===== src/rtl/brl_pkg.sv =====
package brl_pkg;

  // Every coordinate field on both channels is this wide.
  localparam int unsigned CoordW = 6;

  // Error term width: it stays within about twice the largest delta.
  localparam int unsigned ErrW = CoordW + 3;

  localparam int unsigned InDataW  = 4 * CoordW;
  localparam int unsigned OutDataW = ((2 * CoordW + 7) / 8) * 8;

  typedef logic [CoordW-1:0] coord_t;
  typedef logic signed [ErrW-1:0] err_t;

  // Commands from the controller to the datapath.
  typedef struct packed {
    logic load;  // take a new line command
    logic emit;  // move the current pixel to the output register and step
  } brl_cmd_t;

  // Status from the datapath to the controller.
  typedef struct packed {
    logic done;  // the current pixel is the line's end point
  } brl_stat_t;

endpackage


===== src/rtl/brl_datapath.sv =====
module brl_datapath import brl_pkg::*; #(
  parameter int unsigned GRID_SIZE = 64
) (
  input  logic           clk_i,
  input  logic           rst_ni,
  input  brl_cmd_t       cmd_i,
  output brl_stat_t      stat_o,
  input  coord_t         x_start_i,
  input  coord_t         y_start_i,
  input  coord_t         x_end_i,
  input  coord_t         y_end_i,
  output coord_t         pixel_x_o,
  output coord_t         pixel_y_o,
  output logic           last_o
);

  localparam coord_t CoordMax = coord_t'(GRID_SIZE - 1);

  coord_t cx_q, cx_d, cy_q, cy_d, ex_q, ey_q, dx_q, dy_q;
  logic   sx_q, sy_q;
  err_t   err_q, err_d;
  coord_t px_q, py_q;
  logic   last_q;

  coord_t in_cx, in_cy, in_ex, in_ey;
  coord_t in_dx, in_dy;
  logic   done;
  logic signed [ErrW:0] e2, dx_s, dy_s;
  logic   step_x, step_y;

  function automatic coord_t clamp(coord_t v);
    return (v > CoordMax) ? CoordMax : v;
  endfunction

  assign in_cx = clamp(x_start_i);
  assign in_cy = clamp(y_start_i);
  assign in_ex = clamp(x_end_i);
  assign in_ey = clamp(y_end_i);
  assign in_dx = (in_ex > in_cx) ? (in_ex - in_cx) : (in_cx - in_ex);
  assign in_dy = (in_ey > in_cy) ? (in_ey - in_cy) : (in_cy - in_ey);

  assign done = (cx_q == ex_q) && (cy_q == ey_q);
  assign stat_o.done = done;

  assign dx_s   = $signed({{(ErrW + 1 - CoordW){1'b0}}, dx_q});
  assign dy_s   = $signed({{(ErrW + 1 - CoordW){1'b0}}, dy_q});
  assign e2     = $signed({err_q, 1'b0});
  assign step_x = e2 > -dy_s;
  assign step_y = e2 < dx_s;

  always_comb begin
    err_d = err_q;
    cx_d  = cx_q;
    cy_d  = cy_q;
    if (step_x) begin
      err_d = err_d - $signed({{(ErrW - CoordW){1'b0}}, dy_q});
      cx_d  = sx_q ? cx_q + coord_t'(1) : cx_q - coord_t'(1);
    end
    if (step_y) begin
      err_d = err_d + $signed({{(ErrW - CoordW){1'b0}}, dx_q});
      cy_d  = sy_q ? cy_q + coord_t'(1) : cy_q - coord_t'(1);
    end
  end

  always_ff @(posedge clk_i) begin
    if (cmd_i.load) begin
      cx_q  <= in_cx;
      cy_q  <= in_cy;
      ex_q  <= in_ex;
      ey_q  <= in_ey;
      dx_q  <= in_dx;
      dy_q  <= in_dy;
      sx_q  <= in_cx < in_ex;
      sy_q  <= in_cy < in_ey;
      err_q <= $signed({{(ErrW - CoordW){1'b0}}, in_dx})
             - $signed({{(ErrW - CoordW){1'b0}}, in_dy});
    end else if (cmd_i.emit) begin
      cx_q  <= cx_d;
      cy_q  <= cy_d;
      err_q <= err_d;
    end
  end

  always_ff @(posedge clk_i) begin
    if (cmd_i.emit) begin
      px_q   <= cx_q;
      py_q   <= cy_q;
      last_q <= done;
    end
  end

  assign pixel_x_o = px_q;
  assign pixel_y_o = py_q;
  assign last_o    = last_q;

  // Away from the end point every step must move at least one axis.
  a_step_moves: assert property (@(posedge clk_i) disable iff (!rst_ni)
    (cmd_i.emit && !done) |-> (step_x || step_y))
    else $error("walk step moved neither axis");

endmodule


===== src/rtl/brl_ctrl.sv =====
module brl_ctrl import brl_pkg::*; (
  input  logic      clk_i,
  input  logic      rst_ni,
  input  logic      in_valid_i,
  output logic      in_ready_o,
  output logic      out_valid_o,
  input  logic      out_ready_i,
  output brl_cmd_t  cmd_o,
  input  brl_stat_t stat_i
);

  localparam logic StIdle = 1'b0;
  localparam logic StWalk = 1'b1;

  logic state_q, state_d;
  logic out_valid_q, out_valid_d;
  logic out_free;

  assign out_free   = !out_valid_q || out_ready_i;
  assign in_ready_o = (state_q == StIdle);

  always_comb begin
    state_d     = state_q;
    cmd_o.load  = 1'b0;
    cmd_o.emit  = 1'b0;
    out_valid_d = out_valid_q && !out_ready_i;
    unique case (state_q)
      StIdle: begin
        if (in_valid_i) begin
          cmd_o.load = 1'b1;
          state_d    = StWalk;
        end
      end
      StWalk: begin
        if (out_free) begin
          cmd_o.emit  = 1'b1;
          out_valid_d = 1'b1;
          if (stat_i.done) begin
            state_d = StIdle;
          end
        end
      end
      default: state_d = StIdle;
    endcase
  end

  always_ff @(posedge clk_i or negedge rst_ni) begin
    if (!rst_ni) begin
      state_q     <= StIdle;
      out_valid_q <= 1'b0;
    end else begin
      state_q     <= state_d;
      out_valid_q <= out_valid_d;
    end
  end

  assign out_valid_o = out_valid_q;

  a_end_to_idle: assert property (@(posedge clk_i) disable iff (!rst_ni)
    (cmd_o.emit && stat_i.done) |=> (state_q == StIdle))
    else $error("controller kept walking after the end point");

  a_load_to_walk: assert property (@(posedge clk_i) disable iff (!rst_ni)
    cmd_o.load |=> (state_q == StWalk && !in_ready_o))
    else $error("controller did not start a walk after a load");

  a_emit_fills_out: assert property (@(posedge clk_i) disable iff (!rst_ni)
    cmd_o.emit |=> out_valid_o)
    else $error("emitted pixel not presented on the output");

endmodule


===== src/rtl/bresenham_line_rasterizer.sv =====
// Bresenham line rasterizer: one line command in, every pixel of the line out.
// Each command is loaded into the walk registers, then each pixel moves into the
// output register; one pixel per cycle unless downstream stalls. A line has
// N = max(dx,dy)+1 pixels, at most GRID_SIZE.
// Reset: rst_ni is asynchronous and active low; it empties the output register
// and returns the controller to idle. No other state needs clearing.
module bresenham_line_rasterizer import brl_pkg::*; #(
  parameter int unsigned GRID_SIZE = 64
) (
  input  logic                clk_i,
  input  logic                rst_ni,
  input  logic                s_axis_tvalid_i,
  output logic                s_axis_tready_o,
  // tdata fields from bit 0: x_start[5:0], y_start[11:6], x_end[17:12], y_end[23:18].
  input  logic [InDataW-1:0]  s_axis_tdata_i,
  output logic                m_axis_tvalid_o,
  input  logic                m_axis_tready_i,
  // tdata fields from bit 0: pixel_x[5:0], pixel_y[11:6], zero padding above.
  output logic [OutDataW-1:0] m_axis_tdata_o,
  // tlast marks the line's end point.
  output logic                m_axis_tlast_o
);

  // The controller owns the handshakes and the walk state; the datapath holds
  // the current pixel, the deltas, the step directions and the error term,
  // plus the output register that decouples the walk from downstream stalls.
  // A new command is taken as soon as the end point has moved into the output
  // register, even while that final pixel is still waiting to be taken.

  brl_cmd_t  cmd;
  brl_stat_t stat;
  coord_t    pixel_x, pixel_y;

  brl_ctrl u_ctrl (
    .clk_i       (clk_i),
    .rst_ni      (rst_ni),
    .in_valid_i  (s_axis_tvalid_i),
    .in_ready_o  (s_axis_tready_o),
    .out_valid_o (m_axis_tvalid_o),
    .out_ready_i (m_axis_tready_i),
    .cmd_o       (cmd),
    .stat_i      (stat)
  );

  // Coordinates beyond the grid are saturated to its last row or column
  // inside the datapath when the command is loaded.
  brl_datapath #(
    .GRID_SIZE (GRID_SIZE)
  ) u_datapath (
    .clk_i     (clk_i),
    .rst_ni    (rst_ni),
    .cmd_i     (cmd),
    .stat_o    (stat),
    .x_start_i (s_axis_tdata_i[CoordW-1:0]),
    .y_start_i (s_axis_tdata_i[2*CoordW-1:CoordW]),
    .x_end_i   (s_axis_tdata_i[3*CoordW-1:2*CoordW]),
    .y_end_i   (s_axis_tdata_i[4*CoordW-1:3*CoordW]),
    .pixel_x_o (pixel_x),
    .pixel_y_o (pixel_y),
    .last_o    (m_axis_tlast_o)
  );

  assign m_axis_tdata_o = {{(OutDataW - 2 * CoordW){1'b0}}, pixel_y, pixel_x};

endmodule

===== config.mk =====
export PLATFORM = sky130hd
export DESIGN_NAME = bresenham_line_rasterizer
export DESIGN_NICKNAME = d
export VERILOG_FILES = /design/src/rtl/brl_pkg.sv /design/src/rtl/brl_datapath.sv /design/src/rtl/brl_ctrl.sv /design/src/rtl/bresenham_line_rasterizer.sv
export SDC_FILE = /design/constraint.sdc
export NUM_CORES = 1
export LEC_CHECK = 0
export BUFFER_PORTS_ARGS = -buffer_cell sky130_fd_sc_hd__buf_2
export CAP_MARGIN = 20
export CORE_ASPECT_RATIO = 0.7
export CORE_UTILIZATION = 35
export CTS_CLUSTER_DIAMETER = 200
export DETAILED_ROUTE_END_ITERATION = 8
export PLACE_DENSITY_LB_ADDON = 0.08
export SYNTH_ARGS = -nofsm -noshare
export SYNTH_HDL_FRONTEND = slang
export SYNTH_SLANG_ARGS = --single-unit

===== constraint.sdc =====
create_clock -name clk_i -period 8.1 [get_ports clk_i]
set_input_delay 1.62 -clock clk_i [delete_from_list [all_inputs] [get_ports clk_i]]
set_output_delay 1.62 -clock clk_i [all_outputs]
set_load 0.02 [all_outputs]

* Word-level counts from Yosys, hierarchy flattened
Index checks and enable logic that the tools add are counted.
** Word-level totals
- Register bits after elaboration :: 62
- Bits of input ports :: 28
- Word-level logic and storage cells :: 76
** Cells by class
- $add $sub $neg :: 12
- Magnitude comparators :: 10
- Equality and inequality tests :: 2
- Multiplexer cells :: 27
- Bitwise logic cells :: 1
- Reduce and logical (&&, ||, !) cells :: 10
** Operator list (count)
- $mux 6 :: 14
- $mux 9 :: 4
- $gt 6x6->1 const B :: 4
- $sub 6x6->6 :: 4
- $add 6x1->6 const B :: 2
- $eq 6x6->1 :: 2
- $gt 6x6->1 :: 2
- $lt 6x6->1 :: 2
- $sub 6x1->6 const B :: 2
- $gt 10x10->1 :: 1
- $lt 10x7->1 :: 1
- $neg 6->10 :: 1
- $add 9x7->9 :: 1
- $sub 9x7->9 :: 1
- $mux 1 :: 8
- $sub 6x6->7 :: 1
- $reduce_bool 2->1 :: 3
- $reduce_and 2->1 :: 2
- $logic_and 1x1->1 :: 2
- $logic_not 1->1 :: 2
- $pmux 1 s2 :: 1
- $logic_or 1x1->1 :: 1
- $not 1->1 :: 1

* Depth between registers and ports, before layout
Gate-level depths: netlist (run 1).
- Depth in word-level cells :: 7
- Depth in mapped cells :: 21
- Mapped depth without buffers :: 20

* Hierarchy
A second synthesis (run 1) with hierarchy kept.
** Second synthesis, totals
- Cells, all modules :: 501
- Area total of the unflattened synthesis :: 5108.6 um2
** By module, submodules not included
- brl_datapath :: times used 1, cells an instance 487, area each 4979.8 um2, seq. area each 1801.7 um2
- brl_ctrl :: times used 1, cells an instance 9, area each 95.1 um2, seq. area each 50.0 um2
- bresenham_line_rasterizer :: times used 1, cells an instance 5, area each 33.8 um2, seq. area each 0.0 um2

* Least setup slack after synthesis (run 1)
OpenSTA, ideal clock, no wires.
- Path type :: input port to flip-flop
- Start :: input s_axis_tdata_i[0]
- End :: register u_datapath.err_q[7] (data pin)
- Arrival :: 4.591 ns
- Data required time :: 7.931 ns
- Slack :: 3.340 ns
- Stages :: 15
- Path buffers :: 1
- Cell sequence :: clkbuf_1 > ha_1 > fa_1 > nor2b_1 > o31ai_1 > a21oi_2 > mux2_2 > a31oi_1 > xnor2_1 > ha_1 > o21ai_0 > nand2b_1 > a21o_1 > a211o_1 > o31ai_1
** Between the ends
- Longest elaborated chain between the ends :: 6
- Elaborated cells between the ends (all ways) :: 8
** Ends and longest elaborated chain
- start, declared :: RTL line bresenham_line_rasterizer.sv:15 : input logic [InDataW-1:0] s_axis_tdata_i,
- $gt 6x6->1 :: RTL line brl_datapath.sv:32 : return (v > CoordMax) ? CoordMax : v;
- $mux 6 (*) :: RTL line brl_datapath.sv:32
- $sub 6x6->6 / $gt 6x6->1 (equally long branches) :: RTL line brl_datapath.sv:39 : assign in_dx = (in_ex > in_cx) ? (in_ex - in_cx) : (in_cx - in_ex);
- $mux 6 (*) :: RTL line brl_datapath.sv:39
- via u_datapath.in_dx[3] :: RTL line brl_datapath.sv:26 : coord_t in_dx, in_dy;
- $sub 6x6->7 (*) :: RTL line brl_datapath.sv:76 : - $signed({{(ErrW - CoordW){1'b0}}, in_dy});
- $mux 9 (*) :: RTL line brl_datapath.sv:66 : if (cmd_i.load) begin
- end signal, assigned :: RTL line brl_datapath.sv:75 : err_q <= $signed({{(ErrW - CoordW){1'b0}}, in_dx})
- end signal, assigned :: RTL line brl_datapath.sv:80 : err_q <= err_d;
- end, declared :: RTL line brl_datapath.sv:21 : err_t err_q, err_d;
Mark *: on every way through the listed nets, which the timed path passes. The rest lies on a longest branch.
A chain may end at the register's enable or synchronous reset.

* Worst setup path after layout (run 1)
- Start :: register u_datapath.dy_q[0]
- End :: register u_datapath.err_q[8] (data pin)
** Between the ends
- Longest elaborated chain between the ends :: 7
- Elaborated cells between the ends (all ways) :: 8
** Ends and longest elaborated chain
- start, declared :: RTL line brl_datapath.sv:19 : coord_t cx_q, cx_d, cy_q, cy_d, ex_q, ey_q, dx_q, dy_q;
- start signal, assigned :: RTL line brl_datapath.sv:72 : dy_q <= in_dy;
- $neg 6->10 :: RTL line brl_datapath.sv:48 : assign step_x = e2 > -dy_s;
- $gt 10x10->1 :: RTL line brl_datapath.sv:48
- $mux 9 (*) :: RTL line brl_datapath.sv:55 : if (step_x) begin
- $add 9x7->9 :: RTL line brl_datapath.sv:60 : err_d = err_d + $signed({{(ErrW - CoordW){1'b0}}, dx_q});
- $mux 9 (*) :: RTL line brl_datapath.sv:59 : if (step_y) begin
- $mux 9 (*) :: RTL line brl_datapath.sv:77 : end else if (cmd_i.emit) begin
- $mux 9 (*) :: RTL line brl_datapath.sv:66
Every way passes the cells marked *; elsewhere a longest branch is shown, timed or not. The select of a mux whose other input is x is not followed.

==> results by group, run 1 <==
Run status
  • Status: completed

Worst setup path
  • Required @ worst endpoint: 8.29 ns
  • Critical path fanouts, max: 14
  • CP max-delay cell: o21ai_2
  • Critical path's most frequent cell: nor2_1
  • Startpoint Class: register
  • Setup CP Type: register to register
  • Worst-path cell chain: or2_1 -> nor2_1 -> nand3_1 -> nor2_1 -> ha_1 -> a21o_1 -> a2111o_1 -> o21ai_2 -> mux2_2 -> fa_1 -> a211oi_1 -> o21bai_1 -> a21oi_1 -> o31ai_1 -> or4_1 -> o211ai_2
  • Critical path arrival: 5.31 ns
  • CP max stage delay: 0.61 ns
  • CP endpoint kind: register

Cells and area
  • ANT cells: 0
  • Fill count: 1372
  • Layout net count: 627
  • Final Non-Filler Cells: 720
  • Util after Layout: 40.5%
  • Share of layout cells above drive strength 1: 13.8%
  • Layout area overhead: 13.1%

Clock tree
  • # resized after CTS: 0
  • Clk slew on worst S/H paths: 0.05 ns
  • Clock buffer depth: 2
  • Worst skew pair latency: 0.34 ns
  • Hold Buf Count CTS: 0
  • Cts bufs inserted: 9
  • Setup repair bufs after CTS: 0
  • CTS root buffer: clkbuf_16
  • Clock sinks: 62
  • CTS tree: yes
  • CTS H-Tree Depth: 3

Floorplanning
  • Die area: 14700 µm²
  • IO Pins: 47
  • Chip height: 102 µm
  • Chip Width: 145 µm
  • Area of the core: 13900 µm²
  • Initial Util: 35.8%
  • # rows: 36

Synth
  • Synth area leader: edfxtp_1
  • Primary FF master, synth: edfxtp_1
  • Synth area leaders: edfxtp_1 36%, ha_1 16%, xnor2_1 5.3%, inv_1 4.6%, a21oi_1 3.6%
  • Sequential fraction of the synthesis area: 37.1%
  • Post-synth EDFFs: 60
  • Synth warn: 0
  • Share of Yosys cell area claimed by the top area cell type: 36.1%
  • Ys async rst share: 3.23%
  • Synthesized cell area: 4990 µm²
  • Post-Syn Instances: 499
  • Syn avg cell area: 9.99 µm²
  • Synth Register Bits: 62
  • Synth cell types: 51

Timing
  • Worst hold slack: 0.512 ns
  • Final hold vios: 0
  • RSZ-0062 raised after global routing: false
  • Slew Limit Headroom: 50.9%
  • Slew Limit Fails: 0
  • Setup TNS: 0 ns
  • Worst-Margin Slew: 0.736 ns
  • Final Skew: 0.00785 ns
  • Period minus WS final: 5.13 ns
  • Final setup viols: 0
  • Fmax achieved: 195 MHz
  • Final cycle utilization of the critical path: 63.3%

Hold path
  • Hold Crit Class: register to register

Power
  • Lkg Pwr: 2.50 nW
  • Pwr dens: 308 nW/µm²
  • Max VDD drop: 105 µV

Routing
  • DR WL/cell: 16.5 µm
  • Detail Route Antenna Nets: 0
  • Routed WL: 11800 µm
  • Routed wire length on met3: 384 µm
  • Max layer used: met4
  • Via-per-instance ratio: 4.94
  • WL met1: 6630 µm
  • Metal2 WL: 4720 µm
  • Residual DRC: 0
  • 1st-pass router iterations: 4
  • Vias: 3556
  • DR iter-0 viols: 178

GRT
  • Initial antenna violation count: 0
  • First-pass GRT wire length: 18900 µm
  • Number of global-route vias before repair: 3546
  • Largest net degree at the start of global routing: 41
  • GR Util All Layers: 17.3%
  • GRT overflow: 0

Place
  • Final Wtd Congestion: 0.871
  • Dpl hpwl: 9380 µm
  • Port Buffers: 42
  • Placed cells: 703

Job
  • Total of max-cap violations: 0
## stage by stage
stage          total power (W)  setup slack, ns  instance area [µm²]
6_report               0.00174             2.97                 5640
5_1_grt                0.00188             2.47                 5640
4_1_cts                0.00175             2.97                 5630
3_5_place_dp           0.00134             2.94                 5330
3_3_place_gp           0.00132             3.00                 5320
2_1_floorplan          0.00113             3.34                 5000
## path summary, 6_finish.rpt
path,from,end,slack (ns),depth (start not counted)
setup / recovery,u_datapath.dy_q[0],u_datapath.err_q[8],2.97,16
hold / removal,u_ctrl.out_valid_o,u_ctrl.out_valid_o,0.51,2
setup reg to reg,u_datapath.dy_q[0],u_datapath.err_q[8],2.97,16
hold reg to reg,u_ctrl.out_valid_o,u_ctrl.out_valid_o,0.51,2
max in group asynchronous,rst_ni,u_ctrl.state_q,6.95,1
min in group asynchronous,rst_ni,u_ctrl.out_valid_o,1.06,1
## layer usage
metal  global-route usage [%]  vias to the layer above
met1                     26.7                     1691
li1                         -                     1793
met4                     4.62                        0
met3                     3.19                        9
met5                        0                        -
met2                     24.3                       63
## worst max-delay path: cells and delay by family (launching register included)
kind | cells | cell delay, ns
flip-flops | 1 | 0.45
AO/OA/AOI/OAI | 8 | 2.18
AND/OR/NAND/NOR | 5 | 1.18
multiplexers | 1 | 0.45
adder cells (fa/ha/maj) | 2 | 0.72
## registers in the layout, indices dropped and copies added (netlist names)
name,cells
u_ctrl.out_valid_o,1
u_ctrl.state_q,1
u_datapath.cx_q,6
u_datapath.cy_q,6
u_datapath.dx_q,6
u_datapath.dy_q,6
u_datapath.err_q,9
u_datapath.ex_q,6
u_datapath.ey_q,6
u_datapath.last_o,1
u_datapath.pixel_x_o,6
u_datapath.pixel_y_o,6
u_datapath.sx_q,1
u_datapath.sy_q,1
## placed cells by master, fill, tap and decap left out, types with 4 or more instances in the layout
cell       netlist  layout
a31oi_1          4       4
nor2_1          26      26
fa_1             9       9
nand2_1         18      18
clkbuf_16        0       9
nand3_1          5       5
o21ai_0         26      26
a21o_1          13      13
ha_1            65      65
buf_4            4       4
mux2_2           7       7
o31ai_1          4       4
inv_1           61      61
xor2_1          15      15
nor4_1           7       7
conb_1           1       4
edfxtp_1        60      60
nand4_1          7       7
buf_2            1      42
a21oi_1         36      36
xnor2_1         30      30
nor2b_1          7       7
o21bai_1         5       5
o31a_1           4       4
mux2i_1         10      10
o21a_1           6       6
## power by group
group          internal (W)  switching (W)
clock network      0.000266       0.000140
logic              0.000366       0.000450
registers          0.000452      0.0000660
total               0.00108       0.000656
## cell usage after synthesis, types with 2 or more instances
| master | n |
|---|---|
| nand2_1 | 18 |
| nand3_1 | 5 |
| a211oi_1 | 3 |
| a31oi_1 | 4 |
| edfxtp_1 | 60 |
| o21a_1 | 6 |
| nand2b_1 | 3 |
| clkbuf_1 | 29 |
| o21ai_0 | 26 |
| fa_1 | 9 |
| o31ai_1 | 4 |
| o21bai_1 | 5 |
| o31a_1 | 4 |
| o211ai_2 | 2 |
| xnor2_1 | 30 |
| inv_1 | 61 |
| and3_1 | 3 |
| and4_1 | 2 |
| ha_1 | 65 |
| dfrtp_1 | 2 |
| a21oi_1 | 36 |
| a211o_1 | 3 |
| xor2_1 | 15 |
| nor4_1 | 7 |
| mux2i_1 | 10 |
| mux2_2 | 7 |
| nand4_1 | 7 |
| o22ai_1 | 2 |
| nor2_1 | 26 |
| nor2b_1 | 7 |
| buf_4 | 4 |
| nor3_1 | 3 |
| a21o_1 | 13 |
## area by class of cell
type	instances	area, µm²	share of cell area, %
Clock buffer	10	229	4.06
Clock inverter	6	76.3	1.35
Inverter	61	229	4.06
Multi-Input combinational cell	344	2770	49.1
Sequential cell	62	1850	32.8
Tap cell	190	238	4.21
Timing Repair Buffer	47	248	4.39
## cell families (layout without fill, tap and decap cells)
family	after synthesis	in the layout	share of synthesized area [%]
simple gates	87	87	8.76
buf+inv	96	124	7.55
xor+xnor	45	45	7.90
fa+ha+maj	74	74	19.9
compound gates	117	117	15.1
mux	17	17	3.59
flops	62	62	37.1
other cells	1	4	0.0752
Power figures use the tool's default switching activity.
==> inputs of run 2 (changes only) <==
clock period = 4.9 ns   (was 8.1 ns; I/O delays follow)
==> results by group, run 2 (synthesis gave the netlist of run 1 again) <==
Job
  • Total of max-cap violations: 0 (unchanged)

Floorplanning
  • Initial Util: 35.8% (unchanged)
  • Die area: 14700 µm² (unchanged)
  • IO Pins: 47 (unchanged)
  • Chip height: 102 µm (unchanged)
  • Chip Width: 145 µm (unchanged)
  • # rows: 36 (unchanged)
  • Area of the core: 13900 µm² (unchanged)

Timing
  • Worst hold slack: 0.431 ns (-0.0806 ns)
  • Final setup viols: 0 (unchanged)
  • Worst-Margin Slew: 0.615 ns (-0.121 ns)
  • Final Skew: 0.00641 ns (-0.00144 ns)
  • Fmax achieved: 214 MHz (+9.9%)
  • Final hold vios: 0 (unchanged)
  • Final cycle utilization of the critical path: 95.2% (+32 points)
  • Period minus WS final: 4.67 ns (-0.461 ns)
  • Slew Limit Headroom: 59.0% (+8.0 points)
  • Slew Limit Fails: 0 (unchanged)

Cells and area
  • Final Non-Filler Cells: 723 (+0.42%)
  • Cell area after layout: 5650 µm² (about the same)
  • Layout net count: 630 (+0.48%)
  • Fill count: 1388 (+1.2%)
  • Reg with most FFs: u_datapath.err_q
  • Largest register FFs: 9 (unchanged)
  • Layout area overhead: 13.2% (about the same)
  • ANT cells: 0 (unchanged)
  • Util after Layout: 40.6% (about the same)
  • Share of layout cells above drive strength 1: 15.2% (+1.4 points)
  • Most common cell after layout, fill and taps aside: ha_1
  • Most frequent cells in the layout: 65 x ha_1, 61 x inv_1, 60 x edfxtp_1

Run status
  • Status: completed

Routing
  • Residual DRC: 0 (unchanged)
  • DR WL/cell: 16.2 µm (-1.5%)
  • Vias: 3616 (+1.7%)
  • Via-per-instance ratio: 5.00 (+1.3%)
  • DR iter-0 viols: 162 (-9.0%)
  • 1st-pass router iterations: 4 (unchanged)
  • Detail Route Antenna Nets: 0 (unchanged)
  • Routed WL: 11700 µm (-1.1%)

Hold path
  • Hold Crit Class: input port to async pin

Power
  • Max VDD drop: 160 µV (+52%)
  • Gate power share: 49.0% (+2.1 points)
  • Pwr dens: 496 nW/µm² (+61%)
  • Int Pwr: 0.00171 W (+58%)
  • Clk pwr share: 19.9% (-3.4 points)
  • Psw: 0.00109 W (+66%)
  • Lkg Pwr: 2.50 nW (about the same)
  • Sw Ratio: 38.9% (+1.2 points)
  • Sequential Power Share: 31.1% (+1.3 points)

Clock tree
  • Clk slew on worst S/H paths: 0.05 ns (about the same)
  • Clock sinks: 62 (unchanged)
  • Cts bufs inserted: 9 (unchanged)
  • CTS tree: yes
  • Setup repair bufs after CTS: 0 (unchanged)
  • Clock buffer depth: 2 (unchanged)
  • Hold Buf Count CTS: 0 (unchanged)
  • CTS H-Tree Depth: 3 (unchanged)
  • Worst skew pair latency: 0.33 ns (about the same)
  • CTS root buffer: clkbuf_16

GRT
  • GRT overflow: 0 (unchanged)
  • Initial antenna violation count: 1 (+1)
  • Number of global-route vias before repair: 3377 (-4.8%)
  • Largest net degree at the start of global routing: 27 (-34%)
  • First-pass GRT wire length: 18400 µm (-2.9%)
  • GR Util All Layers: 16.8% (-0.51 points)

Place
  • Port Buffers: 42 (unchanged)
  • Dpl hpwl: 9350 µm (-0.28%)
  • Final Wtd Congestion: 0.830 (-4.7%)
  • Placed cells: 707 (+0.57%)
  • Placed Area: 5360 µm² (+0.56%)

Worst setup path
  • Required @ worst endpoint: 4.97 ns (-3.32 ns)
  • Reg-to-reg critical path startpoint: u_datapath.dy_q[1]
  • Critical path arrival: 4.73 ns (-0.58 ns)
  • CP endpoint kind: register
  • Critical path origin: u_datapath.dy_q[1]
  • Setup CP Type: register to register
  • Startpoint Class: register
  • Critical path fanouts, max: 9 (-5)
[run 2: changes by cell type in the layout (fill, tap and decap cells not counted), moves of 2 or more]
cell / previous run / this run
clkinv_2: 1 / 4
bufinv_16: 2 / 0
clkinv_1: 3 / 0
buf_4: 4 / 8
nor4_1: 7 / 5
nor4_2: 0 / 2
[run 2: path summary, 6_finish.rpt]
| kind | cells after the start | end | slack, ns |
|---|---|---|---|
| worst max-delay path | 17 | u_datapath.err_q[7] | 0.23 |
| worst min-delay path | 1 | u_ctrl.out_valid_o | 0.43 |
| worst max register to register | 17 | u_datapath.err_q[7] | 0.23 |
| worst min register to register | 2 | u_ctrl.out_valid_o | 0.50 |
| max in group asynchronous | 1 | u_ctrl.state_q | 4.37 |
| min in group clk_i | 2 | u_ctrl.out_valid_o | 0.50 |
[run 2: power groups by stage]
stage | clock, W | sequential [W] | combinational, W
6_report | 0.000557 | 0.000871 | 0.00137
5_1_grt | 0.000594 | 0.000885 | 0.00155
4_1_cts | 0.000570 | 0.000871 | 0.00134
3_5_place_dp | 0 | 0.000883 | 0.00133
3_3_place_gp | 0 | 0.000882 | 0.00131
2_1_floorplan | 0 | 0.000850 | 0.00102
[run 2: worst max-delay path: stages, from the launching register on]
cell      delay, ns
edfxtp_1       0.43
or2_1          0.27
nor2_1         0.17
nand3_1        0.16
nor2_1         0.12
ha_1           0.25
a21o_1         0.19
a2111o_1       0.45
o21ai_4        0.28
buf_4          0.23
mux2_2         0.36
ha_1           0.34
and3_1         0.18
a221oi_2       0.29
nor3b_1        0.09
o31a_1         0.13
nor4_2         0.36
o31ai_1        0.12
[run 2: per-layer routing]
layer	track usage [%]	part of all wire [%]
met5	0	0
met4	3.81	0.97
met3	3.66	4.3
met2	22.5	39
met1	26.6	56
[run 2: metrics by stage]
step	TNS, ns	power (W)	setup slack [ns]
after floorplan	0	0.00187	0.573
after global placement	0	0.00219	0.124
after detailed placement	0	0.00221	0.0665
after CTS	0	0.00279	0.0764
after global routing	-0.0329	0.00302	-0.0329
final	0	0.00280	0.234
[run 2: repair_timing]
item / in CTS / in global routing
setup endpoints to repair: 0 / 2
resized for setup: 0 / 5
endpoints found under the hold margin: 0 / 0
[run 2: final cells by class]
class | count | area (µm²) | share of cell area [%]
Clock buffer | 11 | 233 | 4.12
Clock inverter | 5 | 27.5 | 0.488
Inverter | 61 | 229 | 4.06
Multi-Input combinational cell | 344 | 2800 | 49.5
Sequential cell | 62 | 1850 | 32.8
Tap cell | 190 | 238 | 4.21
Timing Repair Buffer | 50 | 270 | 4.79
==> inputs of run 3 (changes only) <==
GPL_ROUTABILITY_DRIVEN = 1   (was not set)
RECOVER_POWER = 25   (was not set)
clock period = 5.8 ns   (was 4.9 ns; I/O delays follow)
==> results by group, run 3 (synthesis gave the netlist of run 1 again) <==
GRT
  • First-pass GRT wire length: 18200 µm (-0.79%)
  • Largest net degree at the start of global routing: 38 (+41%)
  • Number of global-route vias before repair: 3383 (+0.18%)
  • Initial antenna violation count: 0 (-1)
  • GRT overflow: 0 (unchanged)
  • GR Util All Layers: 16.8% (+0.022 points)

Routing
  • DR WL/cell: 16.1 µm (-0.42%)
  • 1st-pass router iterations: 4 (unchanged)
  • Residual DRC: 0 (unchanged)
  • Via-per-instance ratio: 4.98 (-0.42%)
  • DR iter-0 viols: 193 (+19%)
  • Routed WL: 11600 µm (-0.97%)
  • Vias: 3581 (-0.97%)
  • Detail Route Antenna Nets: 0 (unchanged)

Clock tree
  • Clock sinks: 62 (unchanged)
  • Clk slew on worst S/H paths: 0.05 ns (about the same)
  • Worst skew pair latency: 0.33 ns (about the same)
  • CTS H-Tree Depth: 3 (unchanged)
  • Setup repair bufs after CTS: 0 (unchanged)
  • Cts bufs inserted: 9 (unchanged)
  • Hold Buf Count CTS: 0 (unchanged)
  • # resized after CTS: 0 (unchanged)
  • CTS root buffer: clkbuf_16
  • CTS tree: yes
  • Clock buffer depth: 2 (unchanged)

Timing
  • Period minus WS final: 4.86 ns (+0.192 ns)
  • Setup TNS: 0 ns (unchanged)
  • Slew Limit Fails: 0 (unchanged)
  • Final cycle utilization of the critical path: 83.8% (-11 points)
  • Slew Limit Headroom: 10.5% (-48 points)
  • RSZ-0062 raised after global routing: false
  • PnR worst setup slack: 0.942 ns (+0.708 ns)
  • Final hold vios: 0 (unchanged)
  • Final Skew: 0.00465 ns (-0.00176 ns)
  • Worst-Margin Slew: 1.34 ns (+0.727 ns)
  • Worst hold slack: 0.507 ns (+0.0753 ns)
  • Final setup viols: 0 (unchanged)
  • Fmax achieved: 206 MHz (-4.0%)

Worst setup path
  • Critical path's most frequent cell: nor2_1
  • Setup CP Type: register to register
  • Worst-path cell chain: or2_1 -> nor2_1 -> nand3_1 -> nor2_1 -> ha_1 -> a21o_1 -> a2111o_1 -> o21ai_2 -> mux2_2 -> fa_1 -> a211oi_1 -> o21bai_1 -> a21oi_1 -> o31ai_1 -> or4_1 -> o211ai_2
  • Required @ worst endpoint: 5.98 ns (+1.01 ns)
  • Critical path origin: u_datapath.dy_q[0]
  • CP Buf/Inv Count: 0 (-1)
  • CP max-delay cell: o21ai_2
  • Crit path max-delay family: compound AO/OA/AOI/OAI gates
  • Critical path fanouts, max: 14 (+5)
  • CP max stage delay: 0.55 ns (+0.10 ns)
  • Startpoint Class: register
  • CP endpoint kind: register
  • Critical path arrival: 5.03 ns (+0.30 ns)
  • Reg-to-reg critical path startpoint: u_datapath.dy_q[0]

Cells and area
  • Most frequent cells in the layout: 65 x ha_1, 61 x inv_1, 60 x edfxtp_1
  • Most common cell after layout, fill and taps aside: ha_1
  • Largest register FFs: 9 (unchanged)
  • Layout area overhead: 12.1%
  • ANT cells: 0 (unchanged)
  • Share of layout cells above drive strength 1: 10.8% (-4.4 points)
  • Final Non-Filler Cells: 719 (-0.55%)
  • Cell area after layout: 5590 µm² (-0.98%)
  • Layout net count: 627 (-0.48%)
  • Reg with most FFs: u_datapath.err_q

Floorplanning
  • IO Pins: 47 (unchanged)
  • Chip Width: 145 µm (unchanged)
  • Die area: 14700 µm² (unchanged)
  • Chip height: 102 µm (unchanged)
  • # rows: 36 (unchanged)
  • Area of the core: 13900 µm² (unchanged)
  • Initial Util: 35.8% (unchanged)

Place
  • Dpl hpwl: 9180 µm (-1.8%)
  • Pre-CTS WS: 0.893 ns (+0.826 ns)
  • Placed Area: 5330 µm² (-0.61%)
  • Placed cells: 703 (-0.57%)
  • Port Buffers: 42 (unchanged)
  • Final Wtd Congestion: 0.841 (+1.4%)

Power
  • Max VDD drop: 145 µV (-9.4%)
  • Pwr dens: 425 nW/µm² (-14%)
  • Lkg Pwr: 2.43 nW (-2.5%)

Hold path
  • Hold Path Origin: u_ctrl.out_valid_o
  • Hold Crit Class: register to register

Run status
  • Status: completed

Job
  • Total of max-cap violations: 0 (unchanged)
[run 3: cell types whose count changed in the layout (fill, tap and decap cells not counted), sizes merged]
cell	before	now
clkbuf	11	28
bufinv	0	1
buf	50	29
clkinv	4	3
[run 3: worst paths after layout]
kind	end	slack, ns	cells past startpoint
setup / recovery	u_datapath.err_q[8]	0.94	16
hold / removal	u_ctrl.out_valid_o	0.51	2
setup reg to reg	u_datapath.err_q[8]	0.94	16
hold reg to reg	u_ctrl.out_valid_o	0.51	2
max in group asynchronous	u_ctrl.out_valid_o	5.07	1
min in group asynchronous	u_ctrl.state_q	0.60	1
[run 3: worst reg2reg max path: cells and delay by family (launching register included)]
family	cells	cell delay (ns)
multiplexers	1	0.45
flip-flops	1	0.43
adder cells (fa/ha/maj)	2	0.71
AND/OR/NAND/NOR	5	1.13
AO/OA/AOI/OAI	8	1.98
[run 3: metal layers]
| metal | GRT usage (%) | up-vias | share of wire [%] |
|---|---|---|---|
| li1 | - | 1802 | - |
| met1 | 26.4 | 1698 | 56 |
| met2 | 22.6 | 71 | 39 |
| met3 | 3.56 | 10 | 3.9 |
| met4 | 4.37 | 0 | 0.98 |
| met5 | 0 | - | 0 |
[run 3: cell type report]
| class | instances | area (µm²) |
|---|---|---|
| clock buffers | 10 | 229 |
| clock inverters | 5 | 51.3 |
| fillers | 1423 | 8330 |
| inverters | 61 | 229 |
| multi-input cells | 344 | 2770 |
| flip-flops and latches | 62 | 1850 |
| well taps | 190 | 238 |
| repair buffers | 47 | 221 |
[run 3: per-stage QoR]
| stage | utilization [%] | power [W] |
|---|---|---|
| floorplan | - | 0.00158 |
| global placement | 38.2 | 0.00184 |
| detailed placement | 38.3 | 0.00185 |
| CTS | 40.3 | 0.00239 |
| global route | 40.2 | 0.00256 |
| finish | 40.2 | 0.00237 |
[run 3: report_power, final]
part / leakage (nW) / switching (W) / internal, W / total (W)
Clock: 0.136 / 0.000190 / 0.000327 / 0.000517
Combinational: 1.72 / 0.000622 / 0.000506 / 0.00113
Sequential: 0.580 / 0.0000983 / 0.000631 / 0.000730
Total: 2.43 / 0.000910 / 0.00146 / 0.00237
